[src/rtl/etq_pkg.sv]
`default_nettype none
// ----------------------------------------------------------------------------
// etq_pkg
// Shared types, constants and helpers of the event timing queue.
// ----------------------------------------------------------------------------
package etq_pkg;

    localparam int QUEUE_DEPTH_DEF = 32;
    localparam int KIND_BITS_DEF   = 8;
    localparam int MAX_RESULTS     = 32;
    localparam int FB_W            = $clog2(MAX_RESULTS);
    localparam int N_W             = $clog2(MAX_RESULTS + 1);
    localparam int SCALED_W        = 39;
    localparam int PCT_W           = 9;
    localparam int CFG_W           = 31;
    localparam int CFG_ADDR_W      = 2;
    localparam int SAT_W           = 41;
    localparam int CMD_FIFO_DEPTH  = 2;

    localparam logic [CFG_ADDR_W-1:0] CFG_CLOCK_PERCENT = 2'd0;
    localparam logic [CFG_ADDR_W-1:0] CFG_QUEUE_LOCKED  = 2'd1;
    localparam logic [CFG_ADDR_W-1:0] CFG_DEFAULT_SLICE = 2'd2;

    localparam logic [PCT_W-1:0] PCT_RESET   = 9'd100;
    localparam logic [30:0]      SLICE_RESET = 31'd20000;
    localparam logic [30:0]      MASK31      = 31'h7fff_ffff;

    typedef enum logic [2:0] {
        REQ_SCHEDULE  = 3'd0,
        REQ_REMOVE_KU = 3'd1,
        REQ_REMOVE_K  = 3'd2,
        REQ_ADD_TICKS = 3'd3,
        REQ_ADVANCE   = 3'd4,
        REQ_SET_SLICE = 3'd5,
        REQ_IDLE      = 3'd6,
        REQ_STATUS    = 3'd7
    } t_req;

    typedef enum logic [1:0] {
        ST_OK     = 2'd0,
        ST_FULL   = 2'd1,
        ST_LOCKED = 2'd2
    } t_status;

    typedef struct packed {
        logic [2:0]         req_type;
        logic signed [31:0] delay_cycles;
        logic [7:0]         event_kind;
        logic [63:0]        user_word;
        logic [31:0]        tick_amount;
        logic [30:0]        slice_limit;
    } t_in_beat;

    typedef struct packed {
        logic [1:0]         status;
        logic               fired;
        logic [7:0]         fired_kind;
        logic [63:0]        fired_user;
        logic [30:0]        late_cycles;
        logic               last;
        logic [62:0]        now_ticks;
        logic signed [31:0] downcount_now;
        logic [31:0]        idle_total;
        logic [30:0]        slice_room;
    } t_out_beat;

    typedef struct packed {
        t_req               op;
        logic signed [31:0] delay_cycles;
        logic [7:0]         event_kind;
        logic [63:0]        user_word;
        logic [SCALED_W-1:0] scaled;
        logic [30:0]        slice_limit;
    } t_cmd;

    typedef struct packed {
        logic [PCT_W-1:0] clock_percent;
        logic             queue_locked;
        logic [30:0]      default_slice;
    } t_cfg;

    function automatic logic signed [31:0] sat32(input logic signed [SAT_W-1:0] v);
        logic signed [31:0] r;
        if (v[SAT_W-1:31] != {(SAT_W-31){v[SAT_W-1]}}) begin
            r = v[SAT_W-1] ? 32'sh8000_0000 : 32'sh7fff_ffff;
        end else begin
            r = v[31:0];
        end
        return r;
    endfunction

endpackage
`default_nettype wire

[src/rtl/etq_fifo.sv]
`default_nettype none
// ----------------------------------------------------------------------------
// etq_fifo
// Short command queue between the front and the back.
// ----------------------------------------------------------------------------
module etq_fifo import etq_pkg::*; (
    input  logic i_clk,
    input  logic i_rst_n,
    input  logic i_push,
    input  t_cmd i_data,
    output logic o_ready,
    output logic o_valid,
    input  logic i_pop,
    output t_cmd o_data
);
    localparam int PTR_W = $clog2(CMD_FIFO_DEPTH);
    localparam int CNT_W = $clog2(CMD_FIFO_DEPTH + 1);

    t_cmd             r_mem [CMD_FIFO_DEPTH];
    logic [PTR_W-1:0] r_wp;
    logic [PTR_W-1:0] r_rp;
    logic [CNT_W-1:0] r_cnt;
    logic             do_push;
    logic             do_pop;

    assign o_ready = r_cnt != CNT_W'(CMD_FIFO_DEPTH);
    assign o_valid = r_cnt != '0;
    assign do_push = i_push && o_ready;
    assign do_pop  = i_pop && o_valid;
    assign o_data  = r_mem[r_rp];

    always_ff @(posedge i_clk) begin
        if (!i_rst_n) begin
            r_wp  <= '0;
            r_rp  <= '0;
            r_cnt <= '0;
        end else begin
            if (do_push) begin
                r_wp <= (r_wp == PTR_W'(CMD_FIFO_DEPTH - 1)) ? '0 : r_wp + 1'b1;
            end
            if (do_pop) begin
                r_rp <= (r_rp == PTR_W'(CMD_FIFO_DEPTH - 1)) ? '0 : r_rp + 1'b1;
            end
            if (do_push && !do_pop) begin
                r_cnt <= r_cnt + 1'b1;
            end else if (do_pop && !do_push) begin
                r_cnt <= r_cnt - 1'b1;
            end
        end
    end

    always_ff @(posedge i_clk) begin
        if (do_push) begin
            r_mem[r_wp] <= i_data;
        end
    end
endmodule
`default_nettype wire

[config.mk]
export PLATFORM = sky130hd
export DESIGN_NAME = etq_fifo
export DESIGN_NICKNAME = d
export VERILOG_FILES = /design/src/rtl/etq_pkg.sv /design/src/rtl/etq_fifo.sv
export SDC_FILE = /design/constraint.sdc
export NUM_CORES = 1
export LEC_CHECK = 0
export ABC_AREA = 1
export BUFFER_PORTS_ARGS = -buffer_cell sky130_fd_sc_hd__buf_2
export CAP_MARGIN = 30
export CORE_MARGIN = 8
export CORE_UTILIZATION = 30
export CTS_BUF_LIST = sky130_fd_sc_hd__clkbuf_2 sky130_fd_sc_hd__clkbuf_4 sky130_fd_sc_hd__clkbuf_8
export DETAILED_ROUTE_END_ITERATION = 8
export HOLD_SLACK_MARGIN = 0.05
export PLACE_DENSITY_LB_ADDON = 0.1
export SLEW_MARGIN = 20
export SYNTH_ARGS = -nofsm -noshare
export SYNTH_HDL_FRONTEND = slang
export SYNTH_SLANG_ARGS = --single-unit
[constraint.sdc]
create_clock -name i_clk -period 10.3 [get_ports i_clk]
set_clock_uncertainty 0.2 [all_clocks]
set_input_delay 1.545 -clock i_clk [delete_from_list [all_inputs] [get_ports i_clk]]
set_output_delay 1.545 -clock i_clk [all_outputs]
set_load 0.05 [all_outputs]
==> results.ini, run 1 <==
[logic_synthesis]
synth_nets = 770
yosys_most_used_dff = edfxtp_1
ys_seq_elements = 359
yosysTopAreaCell = edfxtp_1
synth_area_per_cell_um2 = 23.05
ys_seq_area_share_pct = 79.18
synthArstFlopShare_pct = 0
yosysMostFrequentCell = edfxtp_1
synth_area_mm2 = 0.01355
ys_top_cells_by_count = edfxtp_1, mux2_4, mux2_2, buf_6, nand2_1
synthTopCellsByArea = edfxtp_1, mux2_4, mux2_2
netlist_instances = 588
synth_edf_count = 354
synth.top_cell.area_share_pct = 78.44
ys_warn_count = 0
synth_cell_types = 15

[clocking]
ctsHoldBuffers = 0
cts_tree = done
path_clk_slew_ns = 0.05
cts_setup_buffers = 0
cts_resized = 0
clock_latency_ns = 0.58
clockBufferDepth = 3
cts_max_level = 3
cts_sinks = 359
cts_buffers = 66
cts-root-buf = clkbuf_8

[setup_path]
slowest_delay_ns = 0.80
crit_path_max_fanout = 49
crit_required_ns = 8.56
crit_cells = 4
endpoint_kind = output port
path_delay_family = buffers and inverters
path_cells = buf_4 -> buf_4 -> mux2_2 -> buf_2
critPathLaunchType = flip-flop
cp_common_cell = buf_4
worstPathArrival_ns = 3.68
critPathSlowestCell = buf_4
ff2ff_path_depth = 6
critPathBufInv = 3
crit_type = reg -> out

[route]
viasPerCell = 4.124
drt_iter0_drc = 219
route.detailed.drc = 0
vias = 6825
routed_wl_um = 33200
drtPass1Iterations = 4
antenna_left = 0
post_drt_wl_per_cell_um = 20.06

[global_routing]
antenna_found_initial = 14
grt_pass1_wl_um = 47750
grt_pass1_vias = 7549
grt_max_degree = 64
overflow = 0
grt_use_total_pct = 12.21

[timing]
maxSlewViolCount = 0
setup_viol = 0
setup_slack_ns = 4.876
slew_headroom_pct = 37.80
setup_tns_ns = 0
fin_crit_sh_pct = 52.66
timing.fmax_mhz = 184.4
hold_violations = 0
whs_ns = 0.3270
rsz0062_at_grt = no
worst_pin_slew_ns = 0.9330
post-route-min-period_ns = 5.424

[floorplanning]
num_rows = 78
die_y_um = 228.5
die-area_mm2 = 0.05223
die_width_um = 228.5
io_pins = 360
coreArea_mm2 = 0.04499
initial_core_util_pct = 30.12

[power]
power_frac_seq_pct = 40.4
power_switching_mw = 1.741
leakage_nw = 6.636
pwr_density_cell_mw_per_mm2 = 276.5
power_frac_comb_pct = 33.5
p_clk_share_pct = 26.1
p_int_mw = 3.018
swShare_pct = 36.58
vdd_drop_max_uv = 147.4

[placement]
dp_hpwl_um = 22630
gp_congestion = 0.7160
dp_cells = 1536
portBuffers = 359
place_ws_ns = 5.397

[cells_and_area]
area_growth_pct = 27.00
drive_gt1_share_pct = 61.72
layout.nets = 1186
utilization_pct = 38.25
instances_no_fill = 1655
nFillCells = 4266

[min_path]
whs_path_depth = 2
hold_path_class = reg -> reg

[outcome]
status = completed

[run]
maxCapViolCount = 0

[cells in the final DEF, fill, tap and decap left out, drive strengths merged]
master	synthesis	layout
a21oi	1	1
inv	8	8
dfxtp	5	5
nand2	9	9
clkbuf	0	93
clkinvlp	0	2
clkinv	0	14
diode	0	10
mux2	177	177
buf	20	368
edfxtp	354	354
o21ai	2	2
nand3	1	1
ha	1	1
nand4	1	1
nor2	8	8
o21a	1	1
[layout make-up]
class / count / area (um2) / share of cell area, %
diodes: 10 / 25.02 / 0.1454
clock buffers: 93 / 1130 / 6.565
clock inverters: 16 / 70.07 / 0.4071
inverters: 8 / 30.03 / 0.1745
multi-input cells: 201 / 2606 / 15.14
flip-flops and latches: 359 / 10730 / 62.37
well taps: 600 / 750.7 / 4.362
repair buffers: 368 / 1864 / 10.83
[power groups by stage]
stage                     logic, mW  registers (mW)  clock network, mW
after floorplan                1.30            1.98                  0
final                          1.59            1.92               1.24
after CTS                      1.63            1.93               1.31
after global routing           1.67            1.94               1.36
after detailed placement       1.62            1.96                  0
after global placement         1.62            1.96                  0
[through the flow]
step,power (mW),cell area [um2]
4_1_cts,4.870,17190
5_1_grt,4.976,17200
2_1_floorplan,3.275,13550
3_3_place_gp,3.577,15990
6_report,4.759,17210
3_5_place_dp,3.581,15990
[worst min-delay path: cells and delay by family, from the launching register on]
family | cells | cell delay [ns]
DFF | 1 | 0.33
and+or+nand+nor | 2 | 0.15
[metal layers]
layer | wire, um | up-vias | track usage (%)
met4 | 994 | 10 | 6.477
met3 | 2651 | 72 | 5.063
li1 | - | 3174 | -
met1 | 12940 | 3322 | 13.10
met2 | 16550 | 247 | 20.39
met5 | 57 | - | 0
[path summary, 6_finish.rpt]
| check | startpoint | to | slack [ns] |
|---|---|---|---|
| hold reg to reg | r_wp | r_wp | 0.33 |
| setup reg to reg | r_cnt[0] | r_mem[0][13] | 7.15 |
| hold / removal | r_wp | r_wp | 0.33 |
| setup / recovery | flip-flop | o_data[0] | 4.88 |
[registers in the layout (all words and copies together) (netlist names), named ones only]
name,count
r_cnt,2
r_mem,354
r_rp,1
r_wp,1
[cell families after synthesis]
kind of cell,share of synthesized area [%]
buffers and inverters,1.699
AOI/OAI and AO/OA,0.1662
DFF,79.18
muxes,18.31
adders and majority gates,0.09231
and+or+nand+nor,0.5540
(Power assumes the default switching activity.)
==> inputs of run 2 (changes only) <==
clock period = 4.7 ns   (was 10.3 ns; I/O delays follow)
==> results.ini, run 2 (synthesis gave the netlist of run 1 again) <==
[route]
antenna_left = 0  ; unchanged
vias = 7458  ; +9.3%
routed_wl_um = 32450  ; -2.2%
route.detailed.drc = 0  ; unchanged
post_drt_wl_per_cell_um = 17.70  ; -12%
drt_iter0_drc = 324  ; +48%
viasPerCell = 4.069  ; -1.3%
drtPass1Iterations = 4  ; unchanged

[cells_and_area]
final_common_cell = buf_2
instances_no_fill = 1833  ; +11%
largest_register_ffs = 354  ; unchanged
layout.nets = 1364  ; +15%
area_growth_pct = 41.40
mostFrequentLayoutCells = buf_2, edfxtp_1, dlygate4sd3_1
regMostFlops = r_mem
reg_top3 = r_mem (354), r_cnt (2)
drive_gt1_share_pct = 52.80  ; -8.9 points

[power]
pwr_density_cell_mw_per_mm2 = 558.9  ; +100%
total_power_mw = 10.71  ; +130%
vdd_drop_max_uv = 365.8  ; +150%
leakage_nw = 7.454  ; +12%

[setup_path]
r2r_slack_ns = 2.26  ; -4.89 ns
crit_type = reg -> out
critPathSlowestCell = dfxtp_4
path_delay_family = flip-flops
path_cells = buf_12 -> mux2_2 -> buf_2
endpoint_kind = output port
critPathBufInv = 2  ; -1
worstPathArrival_ns = 2.42  ; -1.26 ns
worstReg2RegStart = r_cnt[0]
slowest_delay_ns = 0.79  ; about the same
crit_path_max_fanout = 39  ; -20%
crit_required_ns = 3.80  ; -4.76 ns
critPathLaunchType = flip-flop

[global_routing]
busiest_layer = met2
overflow = 0  ; unchanged
grt_use_total_pct = 12.01  ; -0.20 points
use_met3_pct = 4.741  ; -0.32 points
grt_pass1_wl_um = 48890  ; +2.4%
met2_usage_pct = 19.85  ; -0.54 points
grt_pass1_vias = 8199  ; +8.6%
grt_max_degree = 106  ; +66%
grtUsageMet1_pct = 13.96  ; +0.86 points
antenna_found_initial = 3  ; -11

[timing]
post-route-min-period_ns = 3.320
setup_viol = 0  ; unchanged
maxSlewViolCount = 0  ; unchanged
fin_crit_sh_pct = 70.65
slew_headroom_pct = 42.22  ; +4.4 points
setup_slack_ns = 1.380  ; -3.496 ns
timing.fmax_mhz = 301.2
whs_ns = 0.1484  ; -0.1786 ns
hold_violations = 0  ; unchanged
rsz0062_at_grt = no
worst_pin_slew_ns = 0.8647  ; -0.06834 ns

[clocking]
cts_max_level = 2  ; -1
cts-root-buf = clkbuf_8
path_clk_slew_ns = 0.06  ; about the same
cts_setup_buffers = 0  ; unchanged
cts_tree = done
cts_sinks = 359  ; unchanged
clockBufferDepth = 3  ; unchanged
clock_latency_ns = 0.62  ; +0.04 ns
cts_buffers = 61  ; -7.6%

[outcome]
status = completed

[floorplanning]
die_y_um = 228.5  ; unchanged
die-area_mm2 = 0.05223  ; unchanged
initial_core_util_pct = 30.12  ; unchanged
io_pins = 360  ; unchanged
num_rows = 78  ; unchanged
coreArea_mm2 = 0.04499  ; unchanged
die_width_um = 228.5  ; unchanged

[min_path]
hold_path_class = in -> reg
min_from = i_rst_n

[placement]
portBuffers = 359  ; unchanged
dp_hpwl_um = 21420  ; -5.4%
dp_cells = 1542  ; +0.39%
place_ws_ns = 1.923  ; -3.474 ns
gp_congestion = 0.6888  ; -3.8%

[run]
maxCapViolCount = 0  ; unchanged

run 2: cell types whose count changed in the layout (fill, tap and decap cells not counted), moves of 3 or more:
cell           delta
buf_12            +8
bufinv_16         +3
clkbuf_8          -4
clkinv_1          +4
diode_2           -8
dlygate4sd3_1   +177
run 2: cell type report:
type                       instances  area [um2]
antenna                            2       5.005
fill                            4131       25830
clock buffer                      91        1090
multi-input combinational        201        2606
tap                              600       750.7
clock inverter                    21       165.2
timing repair buffer             551        3781
inverter                           8       30.03
sequential                       359       10730
run 2: repair_timing:
action,4_1_cts,5_1_grt
hold endpoints to repair,354,0
resized for setup,0,0
hold buffers,177,0
run 2: final timing paths:
check                           depth (start not counted)            to
worst max-delay path                                    3   o_data[176]
worst min-delay path                                    3      r_cnt[1]
worst max register to register                          5  r_mem[0][49]
worst min register to register                          2     flip-flop
run 2: worst register-to-register path, stage by stage, from the launching register on:
cell and delay, ns:
dfxtp_1 0.35, inv_1 0.10, nand2_1 0.10, nand2_1 0.16, nor2_4 0.70, buf_12 0.42
run 2: per-layer routing:
layer / up-vias / wire length, um / part of all wire [%]
li1: 3534 / - / -
met1: 3625 / 13510 / 42
met2: 231 / 15620 / 48
met3: 66 / 2500 / 7.7
met4: 2 / 807 / 2.5
met5: - / 12 / 0.037
run 2: stage by stage:
step	cell area [um2]	TNS (ns)	util [%]
final	19160	0	42.59
after global routing	19160	0	42.59
after CTS	19160	0	42.58
after detailed placement	16130	0	35.85
after global placement	16130	0	35.85
after floorplan	13560	-552.74	-
run 2: report_power, final:
group          switching (mW)  total [mW]  leakage (nW)  internal (mW)
Combinational            2.52        3.69          3.46           1.17
Sequential              0.141        4.19          3.34           4.05
Clock                    1.20        2.83         0.655           1.63
==> inputs of run 3 (changes only) <==
clock period = 2.9 ns   (was 4.7 ns; I/O delays follow)
==> results.ini, run 3 (synthesis gave the netlist of run 1 again) <==
[power]
leakage_nw = 7.503  ; +0.65%
pwr_density_cell_mw_per_mm2 = 913.0  ; +63%
vdd_drop_max_uv = 448.1  ; +22%

[cells_and_area]
area_growth_pct = 42.14
drive_gt1_share_pct = 53.95  ; +1.1 points
largest_register_ffs = 354  ; unchanged
regMostFlops = r_mem
antenna_cells_inserted = 0  ; -2
final_common_cell = buf_2
mostFrequentLayoutCells = buf_2, edfxtp_1, dlygate4sd3_1
layout.nets = 1368  ; +0.29%
reg_top3 = r_mem (354), r_cnt (2)

[timing]
fin_crit_sh_pct = 96.16
setup_slack_ns = 0.1115  ; -1.268 ns
whs_ns = 0.3050  ; +0.1565 ns
worst_pin_slew_ns = 0.6320  ; -0.2327 ns
setup_tns_ns = 0  ; unchanged
rsz0062_at_grt = no
maxSlewViolCount = 0  ; unchanged
timing.fmax_mhz = 358.6
slew_headroom_pct = 57.87  ; +16 points
hold_violations = 0  ; unchanged
setup_viol = 0  ; unchanged
post-route-min-period_ns = 2.789

[floorplanning]
die_y_um = 228.5  ; unchanged
die_width_um = 228.5  ; unchanged
initial_core_util_pct = 30.12  ; unchanged
io_pins = 360  ; unchanged
die-area_mm2 = 0.05223  ; unchanged
num_rows = 78  ; unchanged
coreArea_mm2 = 0.04499  ; unchanged

[global_routing]
antenna_found_initial = 0  ; -3
overflow = 0  ; unchanged
grt_pass1_vias = 8149  ; -0.61%
grt_max_degree = 90  ; -15%
grt_pass1_wl_um = 49180  ; +0.59%
grt_use_total_pct = 12.30  ; +0.29 points

[setup_path]
crit_type = reg -> out
critPathLaunchType = flip-flop
crit_path_max_fanout = 77  ; +97%
endpoint_kind = output port
worstPathArrival_ns = 2.15  ; -0.27 ns
crit_required_ns = 2.27  ; -1.53 ns

[placement]
place_ws_ns = 0.7406  ; -1.183 ns
dp_hpwl_um = 21350  ; -0.32%
portBuffers = 359  ; unchanged
gp_congestion = 0.6911  ; +0.33%

[clocking]
cts-root-buf = clkbuf_8
cts_sinks = 359  ; unchanged
cts_buffers = 66  ; +8.2%
cts_setup_buffers = 0  ; unchanged
cts_resized = 0  ; unchanged
cts_tree = done
clock_latency_ns = 0.60  ; -0.02 ns
clockBufferDepth = 3  ; unchanged
cts_max_level = 3  ; +1
path_clk_slew_ns = 0.05  ; about the same

[route]
antenna_left = 0  ; unchanged
viasPerCell = 4.097  ; +0.70%
drtPass1Iterations = 4  ; unchanged
route.detailed.drc = 0  ; unchanged
vias = 7494  ; +0.48%
post_drt_wl_per_cell_um = 17.99  ; +1.6%
routed_wl_um = 32900  ; +1.4%
drt_iter0_drc = 337  ; +4.0%

[run]
maxCapViolCount = 0  ; unchanged

[min_path]
hold_path_class = reg -> reg

[outcome]
status = completed

[run 3: final timing paths]
kind,from,endpoint,slack [ns],depth (start not counted)
worst max-delay path,flip-flop,o_data[10],0.11,3
worst min-delay path,r_rp,r_rp,0.30,2
worst max register to register,r_cnt[1],r_mem[0][154],0.87,4
worst min register to register,r_rp,r_rp,0.30,2
[run 3: cell type report]
type	instances	area, um2
inverter	8	32.53
timing repair buffer	550	3794
clock buffer	107	1266
multi-input combinational	201	2639
tap	600	750.7
clock inverter	4	45.04
sequential	359	10740
fill	4117	25730
[run 3: critical path, cell delays in order, from the launching register on]
cell	delay, ns
dfxtp_4	0.37
buf_12	0.37
mux2_2	0.44
buf_2	0.22
[run 3: report_power, final]
part,internal (mW),switching [mW],total (mW)
clock network,2.82,1.95,4.76
registers,6.57,0.175,6.74
logic,1.91,4.18,6.08
total,11.3,6.30,17.6
[run 3: timing repair]
| item | 4_1_cts | 5_1_grt |
|---|---|---|
| endpoints found under the setup margin | 0 | 0 |
| endpoints found under the hold margin | 359 | 0 |
| hold buffers | 180 | 0 |
[run 3: layer usage]
metal | wire length (um) | global-route usage [%] | share of wire [%] | vias up
li1 | - | - | - | 3526
met1 | 14220 | 14.94 | 43 | 3678
met2 | 15870 | 19.72 | 48 | 246
met3 | 2146 | 4.207 | 6.5 | 44
met4 | 666 | 5.334 | 2.0 | 0
met5 | 0 | 0 | 0 | -
[run 3: through the flow]
step                total power, mW  cells  utilization [%]  area [um2]
floorplan                     11.51    588                -       13600
global placement              12.83   1538            35.89       16150
detailed placement            12.84   1538            35.89       16150
CTS                           17.98   1829            42.81       19260
global route                  18.37   1829            42.81       19260
finish                        17.59   1829            42.81       19260
